File: src/design/cdc_pkg.sv
// Shared constants and inter-stage word types for the day count to civil date converter.
// No dependencies; used by every module of the block.
package cdc_pkg;

    localparam logic [19:0] MaxCount   = 20'd910674;
    // 584693 + 146097 * 82: lands the count on the March-based calendar
    localparam logic [23:0] Offset     = 24'd12564647;
    localparam logic [17:0] CentDiv    = 18'd146097;
    localparam logic [14:0] CentRecip  = 15'd29398;     // floor(2^32 / 146097)
    localparam logic [21:0] YearMul    = 22'd2939745;
    localparam logic [10:0] YearLen    = 11'd1461;
    localparam logic [6:0]  CentYears  = 7'd100;
    localparam logic [11:0] MdMul      = 12'd2141;
    localparam logic [19:0] MdAdd      = 20'd197913;
    localparam logic [15:0] DayRecip   = 16'd62690;     // ceil(2^27 / 2141)
    localparam logic [8:0]  JanFeb     = 9'd306;
    localparam logic [3:0]  MonthsYear = 4'd12;
    localparam logic [15:0] YearBias   = 16'd32800;     // 400 * 82

    typedef struct packed {
        logic        ok;
        logic [8:0]  cent;
        logic [17:0] n2;
    } t_cent_word;

    typedef struct packed {
        logic        ok;
        logic [15:0] yr;
        logic [8:0]  ny;
    } t_year_word;

endpackage

File: src/design/cdc_century.sv
// Century stages: offset, division by 146097 via reciprocal, remainder fix-up.
// Depends on cdc_pkg.
module cdc_century
    import cdc_pkg::*;
(
    input  logic        i_clk,
    input  logic        i_rst_n,
    input  logic        i_vld,
    output logic        o_rdy,
    input  logic [19:0] i_day_count,
    output logic        o_vld,
    input  logic        i_rdy,
    output t_cent_word  o_word
);

    logic        r1_vld, r2_vld, r3_vld;
    logic        en1, en2, en3;
    logic        r1_ok, r2_ok;
    logic [25:0] r1_n1;
    logic [8:0]  r1_q, r2_q;
    logic [18:0] r2_rem;
    t_cent_word  r3_word;

    logic [23:0] n_n;
    logic [25:0] n_n1;
    logic [40:0] n_prod;
    logic [26:0] n_qd;
    logic [25:0] n_rem0;
    logic        n_big;
    logic [18:0] n_rem;
    t_cent_word  n_word;

    assign en3   = !r3_vld || i_rdy;
    assign en2   = !r2_vld || en3;
    assign en1   = !r1_vld || en2;
    assign o_rdy = en1;

    always_comb begin
        n_n    = {4'd0, i_day_count} + Offset;
        n_n1   = {n_n, 2'b11};
        n_prod = {15'd0, n_n1} * {26'd0, CentRecip};
        // quotient estimate may be one short; stage 3 fixes it
        n_qd   = {18'd0, r1_q} * {9'd0, CentDiv};
        n_rem0 = r1_n1 - n_qd[25:0];
        n_big  = r2_rem >= {1'b0, CentDiv};
        n_rem  = n_big ? (r2_rem - {1'b0, CentDiv}) : r2_rem;
        n_word.ok   = r2_ok;
        n_word.cent = r2_q + {8'd0, n_big};
        n_word.n2   = {n_rem[17:2], 2'b11};
    end

    always_ff @(posedge i_clk) begin
        if (!i_rst_n) begin
            r1_vld <= 1'b0;
            r2_vld <= 1'b0;
            r3_vld <= 1'b0;
        end else begin
            if (en1) r1_vld <= i_vld;
            if (en2) r2_vld <= r1_vld;
            if (en3) r3_vld <= r2_vld;
        end
    end

    always_ff @(posedge i_clk) begin
        if (en1) begin
            r1_ok <= (i_day_count != 20'd0) && (i_day_count <= MaxCount);
            r1_n1 <= n_n1;
            r1_q  <= n_prod[40:32];
        end
        if (en2) begin
            r2_ok  <= r1_ok;
            r2_q   <= r1_q;
            r2_rem <= n_rem0[18:0];
        end
        if (en3) begin
            r3_word <= n_word;
        end
    end

    assign o_vld  = r3_vld;
    assign o_word = r3_word;

endmodule

File: src/design/cdc_year.sv
// Year-within-century stages: 2939745 multiply split at bit 32, day of year.
// Depends on cdc_pkg.
module cdc_year
    import cdc_pkg::*;
(
    input  logic       i_clk,
    input  logic       i_rst_n,
    input  logic       i_vld,
    output logic       o_rdy,
    input  t_cent_word i_word,
    output logic       o_vld,
    input  logic       i_rdy,
    output t_year_word o_word
);

    logic        r4_vld, r5_vld;
    logic        en4, en5;
    logic        r4_ok;
    logic [6:0]  r4_z;
    logic [17:0] r4_n2;
    logic [8:0]  r4_cent;
    t_year_word  r5_word;

    logic [39:0] n_p2;
    logic [17:0] n_zl;
    logic [17:0] n_r;
    logic [15:0] n_yc;
    t_year_word  n_word;

    assign en5   = !r5_vld || i_rdy;
    assign en4   = !r4_vld || en5;
    assign o_rdy = en4;

    always_comb begin
        n_p2 = {22'd0, i_word.n2} * {18'd0, YearMul};
        // low word / 2939745 equals n2 - 1461*z exactly over the whole range
        n_zl = {11'd0, r4_z} * {7'd0, YearLen};
        n_r  = r4_n2 - n_zl;
        n_yc = {7'd0, r4_cent} * {9'd0, CentYears};
        n_word.ok = r4_ok;
        n_word.yr = n_yc + {9'd0, r4_z};
        n_word.ny = n_r[10:2];
    end

    always_ff @(posedge i_clk) begin
        if (!i_rst_n) begin
            r4_vld <= 1'b0;
            r5_vld <= 1'b0;
        end else begin
            if (en4) r4_vld <= i_vld;
            if (en5) r5_vld <= r4_vld;
        end
    end

    always_ff @(posedge i_clk) begin
        if (en4) begin
            r4_ok   <= i_word.ok;
            r4_z    <= n_p2[38:32];
            r4_n2   <= i_word.n2;
            r4_cent <= i_word.cent;
        end
        if (en5) begin
            r5_word <= n_word;
        end
    end

    assign o_vld  = r5_vld;
    assign o_word = r5_word;

endmodule

File: src/design/cdc_month_day.sv
// Month/day stages: 2141/65536 affine step, day by reciprocal, Jan/Feb year fix.
// Depends on cdc_pkg; holds the block's output register.
module cdc_month_day
    import cdc_pkg::*;
(
    input  logic        i_clk,
    input  logic        i_rst_n,
    input  logic        i_vld,
    output logic        o_rdy,
    input  t_year_word  i_word,
    output logic        o_vld,
    input  logic        i_rdy,
    output logic [11:0] o_year,
    output logic [3:0]  o_month,
    output logic [4:0]  o_day_of_month,
    output logic        o_valid_res
);

    logic        r6_vld, r7_vld;
    logic        en6, en7;
    logic        r6_ok, r6_jf;
    logic [19:0] r6_n3;
    logic [15:0] r6_yr;
    logic [11:0] r7_year;
    logic [3:0]  r7_month;
    logic [4:0]  r7_day;
    logic        r7_ok;

    logic [20:0] n_n3;
    logic [31:0] n_dp;
    logic [3:0]  n_mo;
    logic [15:0] n_year;

    assign en7   = !r7_vld || i_rdy;
    assign en6   = !r6_vld || en7;
    assign o_rdy = en6;

    always_comb begin
        n_n3   = {12'd0, i_word.ny} * {9'd0, MdMul} + {1'b0, MdAdd};
        // exact floor(x / 2141) for any 16-bit x
        n_dp   = {16'd0, r6_n3[15:0]} * {16'd0, DayRecip};
        n_mo   = r6_n3[19:16];
        n_year = r6_yr + {15'd0, r6_jf} - YearBias;
    end

    always_ff @(posedge i_clk) begin
        if (!i_rst_n) begin
            r6_vld <= 1'b0;
            r7_vld <= 1'b0;
        end else begin
            if (en6) r6_vld <= i_vld;
            if (en7) r7_vld <= r6_vld;
        end
    end

    always_ff @(posedge i_clk) begin
        if (en6) begin
            r6_ok <= i_word.ok;
            r6_jf <= i_word.ny >= JanFeb;
            r6_n3 <= n_n3[19:0];
            r6_yr <= i_word.yr;
        end
        if (en7) begin
            r7_ok <= r6_ok;
            if (r6_ok) begin
                r7_year  <= n_year[11:0];
                r7_month <= r6_jf ? (n_mo - MonthsYear) : n_mo;
                r7_day   <= n_dp[31:27] + 5'd1;
            end else begin
                r7_year  <= 12'd0;
                r7_month <= 4'd0;
                r7_day   <= 5'd0;
            end
        end
    end

    assign o_vld          = r7_vld;
    assign o_year         = r7_year;
    assign o_month        = r7_month;
    assign o_day_of_month = r7_day;
    assign o_valid_res    = r7_ok;

endmodule

File: src/design/day_count_to_civil_date.sv
// Day count to proleptic Gregorian date: a seven-stage pipeline that takes one
// day count (1 = first of January 1601) per cycle when not stalled and gives
// year, month and day of month; counts of zero or above 910674 give an all-zero
// date with o_valid_res low. There are three stages on the century path
// (reciprocal multiply, back-multiply and subtract, remainder fix-up), two for
// the year (2939745 multiply, then day of year and century scaling) and two for
// month and day (2141 affine step, then day reciprocal and Jan/Feb year fix),
// each ending in a register. Every stage has its own valid and a ready chain, so
// bubbles close up under back-pressure and a stall loses no word.
// Depends on cdc_pkg, cdc_century, cdc_year and cdc_month_day.
module day_count_to_civil_date
    import cdc_pkg::*;
(
    input  logic        i_clk,
    input  logic        i_rst_n,
    input  logic        i_valid,
    output logic        o_ready,
    input  logic [19:0] i_day_count,
    output logic        o_valid,
    input  logic        i_ready,
    output logic [11:0] o_year,
    output logic [3:0]  o_month,
    output logic [4:0]  o_day_of_month,
    output logic        o_valid_res
);

    t_cent_word cent_word;
    t_year_word year_word;
    logic       cent_vld, cent_rdy;
    logic       year_vld, year_rdy;

    cdc_century u_century (
        .i_clk       (i_clk),
        .i_rst_n     (i_rst_n),
        .i_vld       (i_valid),
        .o_rdy       (o_ready),
        .i_day_count (i_day_count),
        .o_vld       (cent_vld),
        .i_rdy       (cent_rdy),
        .o_word      (cent_word)
    );

    cdc_year u_year (
        .i_clk   (i_clk),
        .i_rst_n (i_rst_n),
        .i_vld   (cent_vld),
        .o_rdy   (cent_rdy),
        .i_word  (cent_word),
        .o_vld   (year_vld),
        .i_rdy   (year_rdy),
        .o_word  (year_word)
    );

    cdc_month_day u_month_day (
        .i_clk          (i_clk),
        .i_rst_n        (i_rst_n),
        .i_vld          (year_vld),
        .o_rdy          (year_rdy),
        .i_word         (year_word),
        .o_vld          (o_valid),
        .i_rdy          (i_ready),
        .o_year         (o_year),
        .o_month        (o_month),
        .o_day_of_month (o_day_of_month),
        .o_valid_res    (o_valid_res)
    );

endmodule
File: config.mk
export PLATFORM = sky130hd
export DESIGN_NAME = day_count_to_civil_date
export DESIGN_NICKNAME = d
export VERILOG_FILES = /design/src/design/cdc_pkg.sv /design/src/design/cdc_century.sv /design/src/design/cdc_year.sv /design/src/design/cdc_month_day.sv /design/src/design/day_count_to_civil_date.sv
export SDC_FILE = /design/constraint.sdc
export NUM_CORES = 2
export LEC_CHECK = 0
export ABC_AREA = 1
export BUFFER_PORTS_ARGS = -buffer_cell sky130_fd_sc_hd__buf_2
export CAP_MARGIN = 0
export CORE_AREA = 2 2 214 301
export CTS_BUF_LIST = sky130_fd_sc_hd__clkbuf_2
export CTS_CLUSTER_DIAMETER = 60
export CTS_CLUSTER_SIZE = 20
export DETAILED_ROUTE_END_ITERATION = 7
export DIE_AREA = 0 0 216 303
export GPL_ROUTABILITY_DRIVEN = 0
export PLACE_DENSITY_LB_ADDON = 0.2
export REMOVE_ABC_BUFFERS = 1
export SLEW_MARGIN = 10
export SYNTH_ARGS = -nofsm -noshare
export SYNTH_HDL_FRONTEND = slang
export SYNTH_SLANG_ARGS = --single-unit
File: constraint.sdc
create_clock -name i_clk -period 13.7 [get_ports i_clk]
set_input_delay 4.11 -clock i_clk [delete_from_list [all_inputs] [get_ports i_clk]]
set_output_delay 4.11 -clock i_clk [all_outputs]
set_load 0.03 [all_outputs]
**Word level (Yosys, flattened, before mapping)**

Index checks and enable logic that the tools add are counted.

- Add/subtract/negate cells: 11
- $lt $le $gt $ge: 3
- Divide/modulo/power cells: 0
- Eq/ne operators: 0
- $mul: 7
- Mux-type cells: 2
- Shift operators: 0
- Reductions and logical operators: 16
- Bitwise gates (word level): 0

Operators by type and width:

| cell | count |
|---|---|
| $mul 26x14->40 const B | 1 |
| $mul 18x22->39 const B | 1 |
| $mul 16x15->31 const B | 1 |
| $add 20x24->24 const B | 1 |
| $add 20x18->20 const B | 1 |
| $le 20x20->1 const B | 1 |
| $mul 9x12->20 const B | 1 |
| $reduce_bool 20->1 | 1 |
| $ge 19x18->1 const B | 1 |
| $mul 9x18->19 const B | 1 |
| $sub 19x19->19 | 1 |
| $mux 18 | 1 |
| $sub 18x18->18 const B | 1 |
| $add 12x1->12 | 1 |
| $add 12x7->12 | 1 |
| $sub 12x6->12 const B | 1 |
| $mul 7x11->11 const B | 1 |
| $sub 11x11->11 | 1 |
| $mul 9x5->10 const B | 1 |
| $add 9x1->9 | 1 |
| $ge 9x9->1 const B | 1 |
| $logic_not 1->1 | 7 |
| $logic_or 1x1->1 | 7 |
| $add 5x1->5 const B | 1 |
| 3 further kinds | 3 |

- Bits in writable memories: 0
- Word-level logic and storage cells: 70
- Output and inout port bits: 24
- Register bits: 193
- Input bits: 24
- Latch bits: 0
- Memories kept: 0
- ROM bits: 0

**Depth between registers and ports, before layout**

- Word-level depth: 8
- Depth in mapped cells: 36
- Gate-level depth less buffers: 35

**Hierarchy**

From an unflattened synthesis, not the netlist that was laid out.

- Cells, all modules: 3633
- Area, all modules: 33024.2 µm²

By module, submodules not included:

| module | sequential area each (µm²) | area an instance (µm²) | cells an instance | instances |
|---|---|---|---|---|
| cdc_century | 2522.4 | 13636.8 | 1507 | 1 |
| cdc_year | 1661.6 | 10326.2 | 1158 | 1 |
| cdc_month_day | 1721.7 | 9061.2 | 968 | 1 |

**Least setup slack after synthesis**

OpenSTA, ideal clock, no wires.

- Kind: input -> output
- From: input port i_ready
- To: output port o_ready
- Cell stages on the path: 12
- Required time: 9.590 ns
- Arrival time: 8.317 ns
- Setup slack: 1.273 ns
- Buffers on the path: 0
- Cell sequence: nor2_1 -> inv_1 -> nor2_1 -> inv_1 -> nor2_1 -> inv_1 -> nor2_1 -> inv_1 -> nor2_1 -> inv_1 -> nor2_1 -> nand2_1

- Longest elaborated chain between the ends: 7

RTL lines:

| element | RTL line | text |
|---|---|---|
| from (decl) | day_count_to_civil_date.sv:20 | `input logic i_ready,` |
| $logic_or 1x1->1 | cdc_month_day.sv:34 | `assign en7 = !r7_vld \|\| i_rdy;` |
| named net u_month_day.en7 | cdc_month_day.sv:20 | `logic en6, en7;` |
| $logic_or 1x1->1 | cdc_month_day.sv:35 | `assign en6 = !r6_vld \|\| en7;` |
| named net u_month_day.o_rdy | cdc_month_day.sv:9 | `output logic o_rdy,` |
| $logic_or 1x1->1 | cdc_year.sv:30 | `assign en5 = !r5_vld \|\| i_rdy;` |
| named net u_year.en5 | cdc_year.sv:17 | `logic en4, en5;` |
| $logic_or 1x1->1 | cdc_year.sv:31 | `assign en4 = !r4_vld \|\| en5;` |
| named net cent_rdy | day_count_to_civil_date.sv:29 | `logic cent_vld, cent_rdy;` |
| $logic_or 1x1->1 | cdc_century.sv:33 | `assign en3 = !r3_vld \|\| i_rdy;` |
| named net u_century.en3 | cdc_century.sv:17 | `logic en1, en2, en3;` |
| $logic_or 1x1->1 | cdc_century.sv:34 | `assign en2 = !r2_vld \|\| en3;` |
| $logic_or 1x1->1 | cdc_century.sv:35 | `assign en1 = !r1_vld \|\| en2;` |
| to (decl) | day_count_to_civil_date.sv:17 | `output logic o_ready,` |

The timed path passes the listed nets, and every way through them passes these cells.

**Worst setup path in the final report**

Same ends and word-level chain as after synthesis.

==> reports/results.tsv <==
metric	value	unit
outcome	finished clean	
WHS Path Cells	0	
most numerous cell on the critical path	nor2_1	
CTS root buf	clkbuf_2	
Post-synth top cells	839 x inv_1, 596 x ha_1, 422 x fa_1	
worst path bufs/invs	12	
die extent in x	216	um
worst hold-check path type	reg -> reg	
Slew Viols, Final	0	
layout cell share with drive strength beyond 1	4.03	%
cell count after synthesis	3291	
relative slew slack	29.9	%
top cells by area, synth	fa_1 27%, ha_1 24%, edfxtp_1 18%	
top cell family by delay on the critical path	buffers and inverters	
vias	21300	
startpoint types	input port	
CTS tree	built	
post_cts resized	0	
buffer count from post-CTS setup fixing	0	
Synth async-reset ratio	0	%
Num CTS Buffers	17	
Largest stage delay, worst path	0.76	ns
vias per cell	5.07	
Setup TNS	0	ns
Hold WS	0.428	ns
first-pass GRT wire length	114000	um
final wirelength	69600	um
worst slew pin tran	1.05	ns
CTS Sinks	193	
Mean Syn Cell Area	9.46	sq um
Synth top area share	27.1	%
I/O Buffers	47	
number of synthesized flops with an enable pin	186	
site row count	109	
WL/cell	16.5	um
Die Area	65400	sq um
Final Cycle Share	86.1	%
initial antenna violation count	1	
Setup crit start	i_ready	
Highest Clock Rate	84.8	MHz
synth unique cells	51	
io pins	48	
register-to-register setup slack	7.78	ns
Worst Hold End	u_month_day.r6_yr[9]$_DFFE_PP_	
Seq/Total Area, Yosys	18.4	%
Critical Path RT	9.59	ns
count leader, synth	inv_1	
Clock Latency Late Sink	0.90	ns
Initial Utilization	49.6	%
Most used DFF post-synth	edfxtp_1	
Synth warnings	0	
Critical Path Fanout Max	36	
FF-to-FF End	u_year.r4_z[6]$_DFFE_PP_	
Final Critical Period	11.80	ns
Final Skew	0.0551	ns
crit path DAT	7.69	ns
vias in the first global route	23100	
filler cell count in the final layout	5891	
hpwl dp	62400	um
Yosys reg bits	193	
Reg-to-Reg Start	u_century.o_word[16]$_DFFE_PP_	
Mapped Area	31100	sq um
critical path's slowest cell	inv_1	
CTS Hold Bufs	0	
max capacitance violation total	0	
non-filler instance count after layout	4207	
Yosys top cell by area	fa_1	
area grow syn2layout	5.21	%
grt ovf	0	
final core utilization	52.2	%
1st-iter DRT viols	691	
GRT Total Usage	22.3	%
Finish-stage setup viols	0	
Die Y	303	um
core area	62700	sq um
DRC	0	
H-Tree Level Count	4	
RSZ-0062 raised after global routing	false	
critical path class	in -> out	
FF-to-FF path depth	19	
CP cell instances	buf_2 > nor2_1 > inv_1 > buf_4 > nor2_1 > inv_1 > buf_4 > nor2_1 > inv_1 > buf_4 > nor2_1 > inv_1 > buf_4 > nor2_1 > inv_1 > nor2_1 > nand2_1 > buf_4 > buf_2	
worst hold start	u_year.o_word[18]$_DFFE_PP_	
largest net degree at the start of global routing	37	
crit end category	output pin	
clk slew on worst S/H paths	0.35	ns
CTS max path bufs	2	
dpl cells	4174	
drt first pass iters	5	
final hold vios	0	
Post-DRT Antenna Nets	0	
Layout Nets	4403	
==> worst register-to-register path: stages, from the launching register on <==
cell and delay, ns:
edfxtp_1 0.71, inv_1 0.09, ha_1 0.33, inv_1 0.09, fa_1 0.64, inv_1 0.13, fa_1 0.54, inv_1 0.05
fa_1 0.50, fa_1 0.52, fa_1 0.55, ha_1 0.37, nand2_1 0.12, nor2_1 0.05, o21ai_0 0.22, nand4_1 0.20
a211oi_1 0.31, nand2_1 0.08, nand2_1 0.06, nand2_1 0.12
==> cell usage in the layout (no fill, tap or decap), types with 4 or more instances in the layout <==
master    instances
nand3_1          88
or2_2            10
nand2_1         420
nand2_2           5
fa_1            422
nor4_1           12
xor2_1           84
a211oi_1          6
nand4_1          27
ha_1            596
dfxtp_1           7
xnor2_1          47
o21ai_0          75
a31oi_1          14
xor2_2            4
inv_1           839
clkbuf_2         17
a21o_1           19
a21oi_1         142
inv_2            10
clkinv_8          8
nor3_1           32
buf_2            47
buf_4             9
o211ai_1          5
o21a_1            7
nor2_1          182
o21bai_1         10
edfxtp_1        186
==> area by class of cell <==
class	count	area, sq um	area share, %
Clock inverter	15	216	0.661
Tap cell	832	1040	3.18
Antenna cell	1	2.50	0.00764
Multi-Input combinational cell	2243	22200	67.7
Clock buffer	17	85.1	0.260
Timing Repair Buffer	56	303	0.925
Sequential cell	193	5730	17.5
Inverter	850	3190	9.75
==> logic make-up (layout without fill, tap and decap cells) <==
kind of cell,count (synthesis),after routing,share of synthesized area [%]
buf+inv,855,938,10.3
xor+xnor,136,136,3.98
fa+ha+maj,1018,1018,51.1
simple gates,795,795,10.8
flops,193,193,18.4
compound gates,294,294,5.37
other cells,0,1,0
==> per-stage QoR <==
step                      cell area [sq um]  setup slack, ns
after floorplan                       31100             1.27
after global placement                32400             1.76
after detailed placement              32400             1.80
after CTS                             32700             1.78
after global routing                  32700             1.40
final                                 32700             1.90
==> flip-flops by register name (all words and copies together), names as in the netlist, 7 cells and up <==
| signal | cells |
|---|---|
| u_century.o_word | 26 |
| u_century.r1_n1 | 17 |
| u_century.r1_q | 9 |
| u_century.r2_q | 9 |
| u_century.r2_rem | 19 |
| u_month_day.o_year | 12 |
| u_month_day.r6_n3 | 20 |
| u_month_day.r6_yr | 12 |
| u_year.o_word | 22 |
| u_year.r4_cent | 9 |
| u_year.r4_n2 | 9 |
| u_year.r4_z | 7 |
==> metal layers <==
layer / vias to the layer above / routed length (um) / part of all wire, % / global-route usage [%]
met5: - / 0 / 0 / 0
met4: 0 / 3550 / 5.1 / 10.6
met3: 156 / 1230 / 1.8 / 1.81
met2: 308 / 41000 / 59 / 47.7
met1: 10300 / 23800 / 34 / 20.8
li1: 10500 / - / - / -
==> worst max path at each step <==
stage	to	slack, ns	depth (start not counted)
floorplan	o_ready	1.27	12
global placement	o_ready	1.76	19
detailed placement	o_ready	1.80	19
CTS	o_ready	1.78	19
global route	o_ready	1.40	19
finish	o_ready	1.90	19
Power is left out: the tool's default activity adds up to more than one toggle a clock period on the data nets, which glitch-free logic cannot reach.
